[src/rtl/hsp_div_pipe.sv]
// ----------------------------------------------------------------------------
// hsp_div_pipe
// Pipelined restoring divider, one quotient bit per stage, elastic stages.
// ----------------------------------------------------------------------------
module hsp_div_pipe #(
	parameter int NW = 24,
	parameter int DW = 9,
	parameter int PW = 1
) (
	input  logic          clk,
	input  logic          arst_n,
	input  logic          in_valid,
	output logic          in_ready,
	input  logic [NW-1:0] in_num,
	input  logic [DW-1:0] in_den,
	input  logic [PW-1:0] in_pl,
	output logic          out_valid,
	input  logic          out_ready,
	output logic [NW-1:0] out_quo,
	output logic [PW-1:0] out_pl
);

	logic [NW-1:0] vld_s;
	logic [DW-1:0] rem_s [NW];
	logic [NW-1:0] num_s [NW];
	logic [DW-1:0] den_s [NW];
	logic [PW-1:0] pl_s  [NW];

	logic [NW-1:0] c_vld;
	logic [NW-1:0] rdy;
	logic [DW-1:0] c_rem [NW];
	logic [NW-1:0] c_num [NW];
	logic [DW-1:0] c_den [NW];
	logic [PW-1:0] c_pl  [NW];

	for (genvar k = 0; k < NW; k++) begin : g_st
		logic [DW:0]   t;
		logic          ge;
		if (k == 0) begin : g_src
			assign c_vld[k] = in_valid;
			assign c_rem[k] = '0;
			assign c_num[k] = in_num;
			assign c_den[k] = in_den;
			assign c_pl[k]  = in_pl;
		end else begin : g_src
			assign c_vld[k] = vld_s[k-1];
			assign c_rem[k] = rem_s[k-1];
			assign c_num[k] = num_s[k-1];
			assign c_den[k] = den_s[k-1];
			assign c_pl[k]  = pl_s[k-1];
		end
		if (k == NW-1) begin : g_rdy
			assign rdy[k] = !vld_s[k] || out_ready;
		end else begin : g_rdy
			assign rdy[k] = !vld_s[k] || rdy[k+1];
		end

		assign t  = {c_rem[k], c_num[k][NW-1]};
		assign ge = t >= {1'b0, c_den[k]};

		always_ff @(posedge clk or negedge arst_n) begin
			if (!arst_n) begin
				vld_s[k] <= 1'b0;
			end else if (rdy[k]) begin
				vld_s[k] <= c_vld[k];
			end
		end

		always_ff @(posedge clk) begin
			if (rdy[k] && c_vld[k]) begin
				rem_s[k] <= ge ? DW'(t - {1'b0, c_den[k]}) : t[DW-1:0];
				num_s[k] <= {c_num[k][NW-2:0], ge};
				den_s[k] <= c_den[k];
				pl_s[k]  <= c_pl[k];
			end
		end
	end

	assign in_ready  = rdy[0];
	assign out_valid = vld_s[NW-1];
	assign out_quo   = num_s[NW-1];
	assign out_pl    = pl_s[NW-1];

endmodule

[config.mk]
export PLATFORM = sky130hd
export DESIGN_NAME = hsp_div_pipe
export DESIGN_NICKNAME = d
export VERILOG_FILES = /design/src/rtl/hsp_div_pipe.sv
export SDC_FILE = /design/constraint.sdc
export NUM_CORES = 1
export LEC_CHECK = 0
export BUFFER_PORTS_ARGS = -buffer_cell sky130_fd_sc_hd__buf_2
export CORE_ASPECT_RATIO = 1.4
export CORE_MARGIN = 10
export CORE_UTILIZATION = 28
export CTS_CLUSTER_SIZE = 25
export DETAILED_ROUTE_END_ITERATION = 6
export SLEW_MARGIN = 15
export SYNTH_ARGS = -nofsm -noshare
export SYNTH_HDL_FRONTEND = slang
export SYNTH_SLANG_ARGS = --single-unit
[constraint.sdc]
create_clock -name clk -period 6.9 [get_ports clk]
set_input_delay 0.345 -clock clk [delete_from_list [all_inputs] [get_ports clk]]
set_output_delay 0.345 -clock clk [all_outputs]
set_load 0.05 [all_outputs]
==> results_dict.tcl <==
set metrics [dict create \
    antenna_found_initial 0 \
    gp_congestion 0.851 \
    holdCritPathClass "in -> async" \
    grt.total_usage_pct 7.94 \
    required_ps 6550 \
    final_hold_viol_count 0 \
    grt_pass1_vias 22500 \
    path_max_fanout 7 \
    core_um2 153000 \
    firstDrtPassIters 5 \
    initial_core_util_pct 28.1 \
    grt_max_degree 44 \
    fin_setup_tns_ps 0 \
    status "finished clean" \
    start_kind "flop" \
    ios 65 \
    syn_inst 2655 \
    ys_seq_area_share_pct 72.3 \
    synth_area_um2 42900 \
    stdcell_area_um2 49900 \
    placedInstanceArea_um2 45900 \
    slew_headroom_pct 26.4 \
    drv_cap 0 \
    synth-edff-count 1014 \
    layout.nets 3147 \
    grt_pass1_wl_um 110000 \
    synth_cell_types 47 \
    drive_gt1_share_pct 15.2 \
    die_x_um 351 \
    wirelength_um 67400 \
    slew_violations 0 \
    cts.sinks 1038 \
    ys.flop_type "edfxtp_1" \
    fin_worst_skew_ps 46.9 \
    synth_nets 2924 \
    powerDensity_nw_per_um2 401 \
    cts_buffers 107 \
    hold_slack_ps 230 \
    max_freq_mhz 273 \
    yosysWarnings 0 \
    via_count 20900 \
    synth_seq_cells 1038 \
    multi_input_area_um2 11000 \
    vdd_drop_max_v 0.000227 \
    dp_slack_ps 3810 \
    areaGrowthSynthToFinish_pct 16.1 \
    slowest_stage "nor4_4" \
    io_buffers 64 \
    cts_resized 0 \
    clk_pin_slew_worst_paths_ps 60 \
    synthArstFlopShare_pct 2.31 \
    htreeDepth 3 \
    die_y_um 483 \
    critical_path_class "reg -> out" \
    fin_ws_ps 3230 \
    die-area_um2 170000 \
    synth.avg_cell_area_um2 16.2 \
    num_rows 170 \
    mostFrequentLayoutCell "edfxtp_1" \
    leakagePower_nw 18.6 \
    clock_path_buffers 3 \
    via_per_inst 4.22 \
    hpwlAfterDp_um 50000 \
    fillers 14600 \
    drtIter0Drc 732 \
    cp.arrival_ps 3320 \
    rsz0062_at_grt "false" \
    rr_worst_depth 7 \
    wl_per_cell_um 13.6 \
    cts_tree "yes" \
    register_area_um2 31000 \
    fin_crit_sh_pct 53.1 \
    cp-end-kind "primary output" \
    path_cells "and4b_2 -> nand3_4 -> nor3_4 -> nand3_2 -> nor4_4 -> nand3_1 -> buf_2" \
    root_buffer "clkbuf_16" \
    diodes 0 \
    tightest_slew_ps 1100 \
    drc 0 \
    antenna_left 0 \
    clk_latency_ps 700 \
    final_cell_mix "edfxtp_1, inv_1, ha_1" \
    total_power_w 0.0200 \
    fin_crit_ps 3670 \
    setup_viol 0 \
    grt_overflow 0 \
    critPathMaxStageDelay_ps 690 \
]
## metal layers
layer  routed length (µm)  track usage, %
met1                22100            6.90
met2                40000            16.5
met3                 2050            1.49
met4                 3200            4.05
met5                    0               0
## worst max-delay path: cells and delay by family (launching register included)
family / cells / cell delay (ps)
DFF: 1 / 390
and+or+nand+nor: 6 / 1990
buffers and inverters: 1 / 250
## through the flow
| step | util (%) | std cells |
|---|---|---|
| after floorplan | - | 2655 |
| after global placement | 30.0 | 4707 |
| after detailed placement | 30.0 | 4707 |
| after CTS | 32.6 | 4941 |
| after global routing | 32.6 | 4944 |
| final | 32.6 | 4944 |
## state kept, by name, indices dropped and copies added (netlist names)
register,cells
out_valid,1
c_vld,23
num_s,576
pl_s,24
rem_s,207
den_s,207
## where the power goes
part           switching, W  internal [W]
Clock               0.00237       0.00326
Combinational       0.00286       0.00245
Sequential         0.000479       0.00858
Total               0.00570        0.0143
## cell families (layout without fill, tap and decap cells)
group           count (synthesis)  after routing  share of synthesized area (%)
buf+inv                       279            590                           2.44
simple gates                  474            474                           5.90
compound gates                324            324                           5.01
mux                           176            176                           4.49
flops                        1038           1038                           72.3
fa+ha+maj                     231            231                           7.12
xor+xnor                      133            133                           2.71
## cell usage after synthesis (17+ instances only)
cell type  number  area share (%)
xor2_1         63             1.3
nor2b_1        50            0.73
o21a_1         23            0.40
inv_1         279             2.4
nand2_1       127             1.1
mux2_2        132             3.5
nand3_1        49            0.57
ha_1          209             6.1
nand3_2        17            0.40
dfrtp_1        24             1.4
xnor2_1        70             1.4
a21boi_0       31            0.54
nor3_1         24            0.28
o2111ai_1      18            0.37
nor2_1         63            0.55
a21oi_1        94             1.1
and2_1         35            0.51
fa_1           22             1.0
edfxtp_1     1014              71
o21ai_0        70            0.82
or2_2          47            0.68
nand3b_1       19            0.33
mux2i_1        44             1.0
a31oi_1        35            0.51
## worst paths after layout
| kind | from | end | slack [ps] |
|---|---|---|---|
| min | arst_n | out_valid | 230 |
| min reg2reg | num_s[2][22] | num_s[2][47] | 380 |
| max in group asynchronous | arst_n | c_vld[1] | 6190 |
| max | c_vld[23] | in_ready | 3230 |
| max reg2reg | c_vld[23] | num_s[0][8] | 3870 |
| min in group clk | num_s[2][22] | num_s[2][47] | 380 |
## final cells by class
type                       count  share of cell area [%]
timing repair buffer         114                    1.66
multi-input combinational   1338                    22.0
sequential                  1038                    62.3
clock inverter                60                    1.40
inverter                     279                    2.10
clock buffer                 137                    5.60
tap                         1978                    4.96
## what timing repair did
| action | in CTS | in global routing |
|---|---|---|
| hold endpoints to repair | 63 | 0 |
| setup buffers | 0 | 0 |
| hold buffers | 37 | 0 |
Note: power is estimated with default switching activity, not from simulation.
