## src/rtl/hsp_sqrt_pipe.sv

```systemverilog
// ----------------------------------------------------------------------------
// hsp_sqrt_pipe
// Pipelined integer square root (floor), one root bit per stage.
// ----------------------------------------------------------------------------
module hsp_sqrt_pipe #(
	parameter int AW = 32,
	parameter int PW = 1
) (
	input  logic             clk,
	input  logic             arst_n,
	input  logic             in_valid,
	output logic             in_ready,
	input  logic [AW-1:0]    in_rad,
	input  logic [PW-1:0]    in_pl,
	output logic             out_valid,
	input  logic             out_ready,
	output logic [AW/2-1:0]  out_root,
	output logic [PW-1:0]    out_pl
);

	localparam int RW = AW / 2;

	logic [RW-1:0] vld_s;
	logic [RW:0]   rem_s  [RW];
	logic [RW-1:0] root_s [RW];
	logic [AW-1:0] rad_s  [RW];
	logic [PW-1:0] pl_s   [RW];

	logic [RW-1:0] c_vld;
	logic [RW-1:0] rdy;
	logic [RW:0]   c_rem  [RW];
	logic [RW-1:0] c_root [RW];
	logic [AW-1:0] c_rad  [RW];
	logic [PW-1:0] c_pl   [RW];

	for (genvar k = 0; k < RW; k++) begin : g_st
		logic [RW+2:0] t;
		logic [RW+2:0] trial;
		logic          ge;
		if (k == 0) begin : g_src
			assign c_vld[k]  = in_valid;
			assign c_rem[k]  = '0;
			assign c_root[k] = '0;
			assign c_rad[k]  = in_rad;
			assign c_pl[k]   = in_pl;
		end else begin : g_src
			assign c_vld[k]  = vld_s[k-1];
			assign c_rem[k]  = rem_s[k-1];
			assign c_root[k] = root_s[k-1];
			assign c_rad[k]  = rad_s[k-1];
			assign c_pl[k]   = pl_s[k-1];
		end
		if (k == RW-1) begin : g_rdy
			assign rdy[k] = !vld_s[k] || out_ready;
		end else begin : g_rdy
			assign rdy[k] = !vld_s[k] || rdy[k+1];
		end

		assign t     = {c_rem[k], c_rad[k][AW-1:AW-2]};
		assign trial = {1'b0, c_root[k], 2'b01};
		assign ge    = t >= trial;

		always_ff @(posedge clk or negedge arst_n) begin
			if (!arst_n) begin
				vld_s[k] <= 1'b0;
			end else if (rdy[k]) begin
				vld_s[k] <= c_vld[k];
			end
		end

		always_ff @(posedge clk) begin
			if (rdy[k] && c_vld[k]) begin
				rem_s[k]  <= ge ? (RW+1)'(t - trial) : t[RW:0];
				root_s[k] <= {c_root[k][RW-2:0], ge};
				rad_s[k]  <= {c_rad[k][AW-3:0], 2'b00};
				pl_s[k]   <= c_pl[k];
			end
		end
	end

	assign in_ready  = rdy[0];
	assign out_valid = vld_s[RW-1];
	assign out_root  = root_s[RW-1];
	assign out_pl    = pl_s[RW-1];

endmodule

```

## config.mk

```make
export PLATFORM = sky130hd
export DESIGN_NAME = hsp_sqrt_pipe
export DESIGN_NICKNAME = d
export VERILOG_FILES = /design/src/rtl/hsp_sqrt_pipe.sv
export SDC_FILE = /design/constraint.sdc
export NUM_CORES = 1
export LEC_CHECK = 0
export BUFFER_PORTS_ARGS = -buffer_cell sky130_fd_sc_hd__buf_4
export CORE_MARGIN = 4
export CORE_UTILIZATION = 30
export DETAILED_ROUTE_END_ITERATION = 16
export GPL_ROUTABILITY_DRIVEN = 0
export GPL_TIMING_DRIVEN = 0
export PLACE_DENSITY = 0.48
export RECOVER_POWER = 100
export SYNTH_ARGS = -nofsm -noshare
export SYNTH_HDL_FRONTEND = slang
export SYNTH_SLANG_ARGS = --single-unit
```

## constraint.sdc

```tcl
create_clock -name clk -period 7.35 [get_ports clk]
set_input_delay 0.3675 -clock clk [delete_from_list [all_inputs] [get_ports clk]]
set_output_delay 0.3675 -clock clk [all_outputs]
set_load 0.05 [all_outputs]
```

==> results of run 1 <==
==> per-stage QoR <==
| step | std cells | setup slack (ns) |
|---|---|---|
| 4_1_cts | 3693 | 3.12 |
| 2_1_floorplan | 2180 | 2.42 |
| 3_5_place_dp | 3522 | 3.40 |
| 3_3_place_gp | 3511 | 0.761 |
| 5_1_grt | 3693 | 2.01 |
| 6_report | 3693 | 2.52 |
==> flip-flops by register name, indices dropped and copies added, names as in the netlist <==
register   flops
root_s       136
out_valid      1
c_vld         15
rad_s        240
pl_s          16
rem_s        237
==> area by class of cell <==
class / instances / area [um^2]
Tap cell: 1276 / 1600
Clock inverter: 46 / 372
Inverter: 189 / 709
Sequential cell: 645 / 19300
Timing Repair Buffer: 102 / 732
Buffer: 31 / 118
Clock buffer: 89 / 1990
Fill cell: 9374 / 62900
Multi-Input combinational cell: 1315 / 9010
==> cell usage in the layout, fill, tap and decap left out, types with 8 or more instances in the layout <==
cell type,count
a211oi_1,11
a21o_1,37
a21oi_1,118
and2_0,10
clkbuf_1,74
clkbuf_16,78
clkbuf_4,31
clkinv_1,21
clkinv_2,13
dfrtp_1,16
dlygate4sd3_1,36
edfxtp_1,629
ha_1,152
inv_1,185
mux2_1,8
mux2_2,15
mux2i_1,10
nand2_1,114
nand2b_1,37
nand3_1,27
nand4_1,22
nor2_1,164
nor2b_1,30
nor3_1,52
nor4_1,26
o211ai_1,13
o21a_1,36
o21ai_0,102
o31ai_1,14
or2_2,10
or3_1,28
or4_1,9
xnor2_1,82
xor2_1,82
==> routing by layer <==
| metal | vias up | routed length (um) | GRT usage (%) |
|---|---|---|---|
| li1 | 8384 | - | - |
| met1 | 8077 | 23300 | 12.5 |
| met2 | 303 | 25600 | 17.7 |
| met3 | 131 | 2230 | 2.35 |
| met4 | 0 | 2070 | 4.86 |
| met5 | - | 0 | 0 |
==> worst min-delay path: stages <==
cell	delay [ns]
buf_4	0.08
nor2b_1	0.09
nand2_1	0.10
nand2b_1	0.05
==> logic make-up after synthesis <==
family | Yosys count | synth area share [%]
other | 1 | 0.0128
AND/OR/NAND/NOR | 565 | 9.75
adder cells (fa/ha/maj) | 152 | 6.51
AO/OA/AOI/OAI | 400 | 8.66
XOR/XNOR | 164 | 4.91
flip-flops | 645 | 66.0
multiplexers | 33 | 1.23
buffers and inverters | 220 | 2.94
==> how the worst min path moves through the flow <==
stage,end,startpoint,slack [ns],cells after the start
5_1_grt,c_vld[15],out_ready,0.11,4
4_1_cts,c_vld[15],out_ready,0.04,4
3_3_place_gp,out_valid,arst_n,0.27,1
3_5_place_dp,out_valid,arst_n,0.27,1
6_report,c_vld[15],out_ready,0.11,4
2_1_floorplan,c_vld[10],arst_n,0.07,0
==> power breakdown <==
group,switching [mW],internal [mW],total [mW]
Combinational,1.59,1.11,2.70
Clock,1.47,2.08,3.55
Sequential,0.325,4.95,5.27
==> flow_summary.yaml, run 1 <==
outcome:
  outcome: "finished, violations left"
  violations: "capacitance limit, slew limit"
pwr:
  p_per_area_nw_per_um2: 341
  leakagePower_nw: 12.7
  total_power_mw: 11.5
  peakVddDrop_mv: 0.156
placement:
  placed_area_um2: 31500
  hpwl_um: 39600
  port_buffers: 55
clocking:
  cts_buffer_depth: 3
  clk_latency_ns: 0.63
  cts_made_buffers: 76
  cts-htree-levels: 3
  clk_pin_slew_ns: 0.05
  cts_sinks: 645
  ctsHoldBuffers: 36
  cts_root_buf: "clkbuf_16"
  cts_resized: 0
  cts_tree: "yes"
  cts_setup_buffers: 0
critical_path:
  worstSetupPathType: "reg2reg"
  r2r-end: "rem_s[0][118]"
  cp.required_ns: 7.55
  critPathLaunch: "out_valid"
  critPathCapture: "rem_s[0][118]"
  cp_slowest_stage_delay_ns: 1.88
  critPathTopFamily: "compound AO/OA/AOI/OAI gates"
  cp.depth: 7
  cp_slowest_cell: "a21boi_0"
  r2r-start: "out_valid"
  path_max_fanout: 28
  worst-path-buf-inv: 1
  reg2regPathDepth: 7
  path_cells: "nor2b_1 > nand3_1 > nor2_1 > nand3_1 > nor2_1 > a21boi_0 > clkbuf_1"
  r2r_setup_slack_ns: 2.52
  end_kind: "flop"
  worstPathArrival_ns: 5.03
  start_kind: "flop"
layout:
  layout.nets: 2549
  fin_util_pct: 35.0
  area_growth_syn_to_layout_pct: 15.7
  num_antenna_cells: 0
  design_area_um2: 33800
  drive_gt1_share_pct: 7.49
timing:
  fmax_mhz: 207
  slew_viol_final: 447
  whs_ns: 0.109
  min_period_ns: 4.83
  hold_violations: 0
  period_share_pct: 65.8
  rsz0062_at_grt: "false"
  slew_headroom_pct: -99.6
  finalSetupTns_ns: 0
  final-setup-viol-count: 0
  tightestPinTransition_ns: 2.99
  clock_skew_ns: 0.0307
yosys:
  synth_most_common_cell: "edfxtp_1"
  synth.distinct_cells: 80
  synth.largest_area_cell: "edfxtp_1"
  synth-seq-area-share_pct: 66.0
  yosys_warnings: 0
  synth_top_cells_by_area: "edfxtp_1 (65%), ha_1 (6.5%), xnor2_1 (2.5%)"
  synth_nets: 2369
  ys_ff_latch: 645
  netlist_area_um2: 29200
  yosys-top-cells-count: "edfxtp_1 (629), inv_1 (184), nor2_1 (163)"
  synth_flop_cell: "edfxtp_1"
  avgSynthCellArea_um2: 13.4
  ys_async_sr_fraction_pct: 2.48
  synth.top_cell.area_share_pct: 64.6
  synth_cells: 2180
  synth_edf_count: 629
floorplanning:
  initial_core_util_pct: 30.2
  die_w_um: 320
  die_area_um2: 102000
  rows: 114
  io_pins: 56
  coreArea_um2: 96700
  die_y_um: 320
flow_run:
  max-cap-violations: 14
global_routing:
  track_usage_pct: 10.4
  antenna_found_initial: 1
  grt_max_degree: 41
  grt-ovfl-total: 0
  grt_pass1_wl_um: 87900
  grt_pass1_vias: 17500
drt:
  drt-total-wl_um: 53100
  vias_per_cell: 4.57
  vias: 16900
  drtAntennaViolNets: 0
  route.detailed.drc: 0
  firstDrtPassIters: 5
  wl_per_cell_um: 14.4
  first_iter_violations: 789
hold_path:
  min_path_type: "in2reg"
Power figures use the tool's default switching activity.
==> inputs of run 2 (changes only) <==
Settings changed: ABC_AREA from default to 1, PLACE_DENSITY 0.48 to 0.5.
Clock period 7.35 ns to 4.3 ns, I/O delays scaled along.
==> run 2 against run 1 <==
The flow still finishes with violations (capacitance limit, slew limit). First-iteration DRC count increased by 31%. Sequential power up 67%. Power up 59%. Register-to-register slack lost 1.8 ns. Non-clock buffer count is 5 lower. Sequential share of layout area down 1.3 points. Utilization is 0.37 points lower. Die area rose by 3.2%. Sequential cell count stayed put. Largest cell class unchanged. Largest power group unchanged.
==> flow_summary.yaml, run 2 <==
yosys:
  synth-seq-area-share_pct: 63.9
  yosys-top-cells-count: "edfxtp_1 (629), nand2_1 (463), inv_1 (371)"
  synth_flop_cell: "edfxtp_1"
  synth.top_cell.area_share_pct: 62.6
  synth_cells: 2582
  avgSynthCellArea_um2: 11.7
  netlist_area_um2: 30200
  synth_top_cells_by_area: "edfxtp_1 (63%), ha_1 (6.3%), nand2_1 (5.8%)"
  ys_ff_latch: 645
  synth.distinct_cells: 60
  ys_async_sr_fraction_pct: 2.48
  synth_nets: 2771
  synth.largest_area_cell: "edfxtp_1"
  synth_edf_count: 629
  yosys_warnings: 0
  synth_most_common_cell: "edfxtp_1"
layout:
  largest_register_ffs: 240
  area_growth_syn_to_layout_pct: 14.6
  drive_gt1_share_pct: 6.87
  final_common_cell: "edfxtp_1"
  design_area_um2: 34600
  final_cell_mix: "edfxtp_1 (629), nand2_1 (469), inv_1 (377)"
  num_antenna_cells: 0
  fin_util_pct: 34.6
  multi_input_area_um2: 9000
  top_regs: "rad_s x240, rem_s x237, root_s x136"
  layout.nets: 2956
  largest_register: "rad_s"
  ff_latch_area_um2: 19300
  fillCellCount: 9946
critical_path:
  end_kind: "flop"
  start_kind: "flop"
  cp_slowest_cell: "nand4_1"
  critPathTopFamily: "compound AO/OA/AOI/OAI gates"
  path_cells: "ha_1 > a21oi_1 > a21boi_0 > o21ai_0 > a21boi_0 > nand4_1 > inv_4 > buf_6 > o21ai_0"
  worstSetupPathType: "reg2reg"
  worstPathArrival_ns: 3.92
  path_max_fanout: 10
  worst-path-buf-inv: 2
  cp_slowest_stage_delay_ns: 0.68
  cp.required_ns: 4.67
pwr:
  peakVddDrop_mv: 0.326
  total_power_mw: 18.3
  p_per_area_nw_per_um2: 529
  leakagePower_nw: 14.2
clocking:
  clk_latency_ns: 0.64
  cts-htree-levels: 3
  cts_buffer_depth: 3
  cts_tree: "yes"
  cts_made_buffers: 76
  cts_sinks: 645
  cts_resized: 0
  clk_pin_slew_ns: 0.06
  cts_root_buf: "clkbuf_16"
drt:
  drtAntennaViolNets: 0
  firstDrtPassIters: 5
  vias_per_cell: 4.31
  wl_per_cell_um: 14.1
  vias: 17800
  drt-total-wl_um: 58300
  route.detailed.drc: 0
  first_iter_violations: 1036
timing:
  slew_headroom_pct: -29.0
  slew_viol_final: 157
  hold_violations: 0
  finalSetupTns_ns: 0
  clock_skew_ns: 0.0231
  fmax_mhz: 282
  rsz0062_at_grt: "false"
  whs_ns: 0.311
  final-setup-viol-count: 0
  period_share_pct: 82.5
  min_period_ns: 3.55
  tightestPinTransition_ns: 1.93
global_routing:
  grt_pass1_wl_um: 94500
  antenna_found_initial: 0
  track_usage_pct: 11.1
  grt-ovfl-total: 0
  grt_pass1_vias: 18400
  grt_max_degree: 41
hold_path:
  min_path_type: "in2reg"
outcome:
  outcome: "finished, violations left"
  violations: "capacitance limit, slew limit"
floorplanning:
  die_area_um2: 106000
  coreArea_um2: 100000
  initial_core_util_pct: 30.2
  io_pins: 56
  rows: 116
  die_w_um: 325
  die_y_um: 325
flow_run:
  max-cap-violations: 6
placement:
  hpwl_um: 43700
  placed_area_um2: 32500
  port_buffers: 55
==> run 2: per-layer routing <==
| metal | vias up | track usage (%) | routed length (um) |
|---|---|---|---|
| li1 | 9267 | - | - |
| met3 | 138 | 2.27 | 1920 |
| met4 | 0 | 5.21 | 2470 |
| met2 | 240 | 20.2 | 29700 |
| met1 | 8124 | 12.5 | 24100 |
| met5 | - | 0 | 0 |
==> run 2: logic make-up after synthesis <==
group / after synthesis / synth area share, %
XOR/XNOR: 160 / 4.64
flip-flops: 645 / 63.9
AO/OA/AOI/OAI: 371 / 7.34
other: 1 / 0.0124
buffers and inverters: 402 / 5.39
AND/OR/NAND/NOR: 851 / 12.4
adder cells (fa/ha/maj): 152 / 6.30
==> run 2: worst paths after layout <==
| check | startpoint | end | slack, ns | cells after the start |
|---|---|---|---|---|
| setup / recovery | rem_s[0][106] | rem_s[0][126] | 0.75 | 9 |
| hold / removal | in_rad[19] | rad_s[0][19] | 0.31 | 2 |
| setup reg to reg | rem_s[0][106] | rem_s[0][126] | 0.75 | 9 |
| hold reg to reg | rad_s[0][68] | rad_s[0][100] | 0.40 | 0 |
| max in group asynchronous | arst_n | c_vld[12] | 2.90 | 3 |
| min in group asynchronous | arst_n | out_valid | 0.81 | 3 |
==> run 2: final cells by class <==
| class | count | area share, % |
|---|---|---|
| multi-input combinational | 1535 | 26.0 |
| clock buffer | 91 | 5.72 |
| sequential | 645 | 55.7 |
| buffer | 21 | 0.282 |
| tap | 1298 | 4.69 |
| inverter | 381 | 4.15 |
| timing repair buffer | 107 | 2.46 |
| clock inverter | 44 | 0.936 |
==> run 2: repair_timing <==
action | 4_1_cts | 5_1_grt
setup buffers | 0 | 0
setup endpoints to repair | 0 | 0
hold buffers | 38 | 0
endpoints found under the hold margin | 54 | 0
==> run 2: stage by stage <==
stage | setup WS [ns] | std cells
after floorplan | 0.673 | 2582
after global placement | -0.758 | 3935
after detailed placement | 1.38 | 3947
after CTS | 1.02 | 4120
after global routing | 0.452 | 4122
final | 0.750 | 4122
==> run 2: report_power, final <==
group | switching, mW | internal [mW] | total [mW]
sequential | 0.474 | 8.35 | 8.82
clock | 2.56 | 3.42 | 5.98
combinational | 2.29 | 1.22 | 3.51
total | 5.32 | 13.0 | 18.3
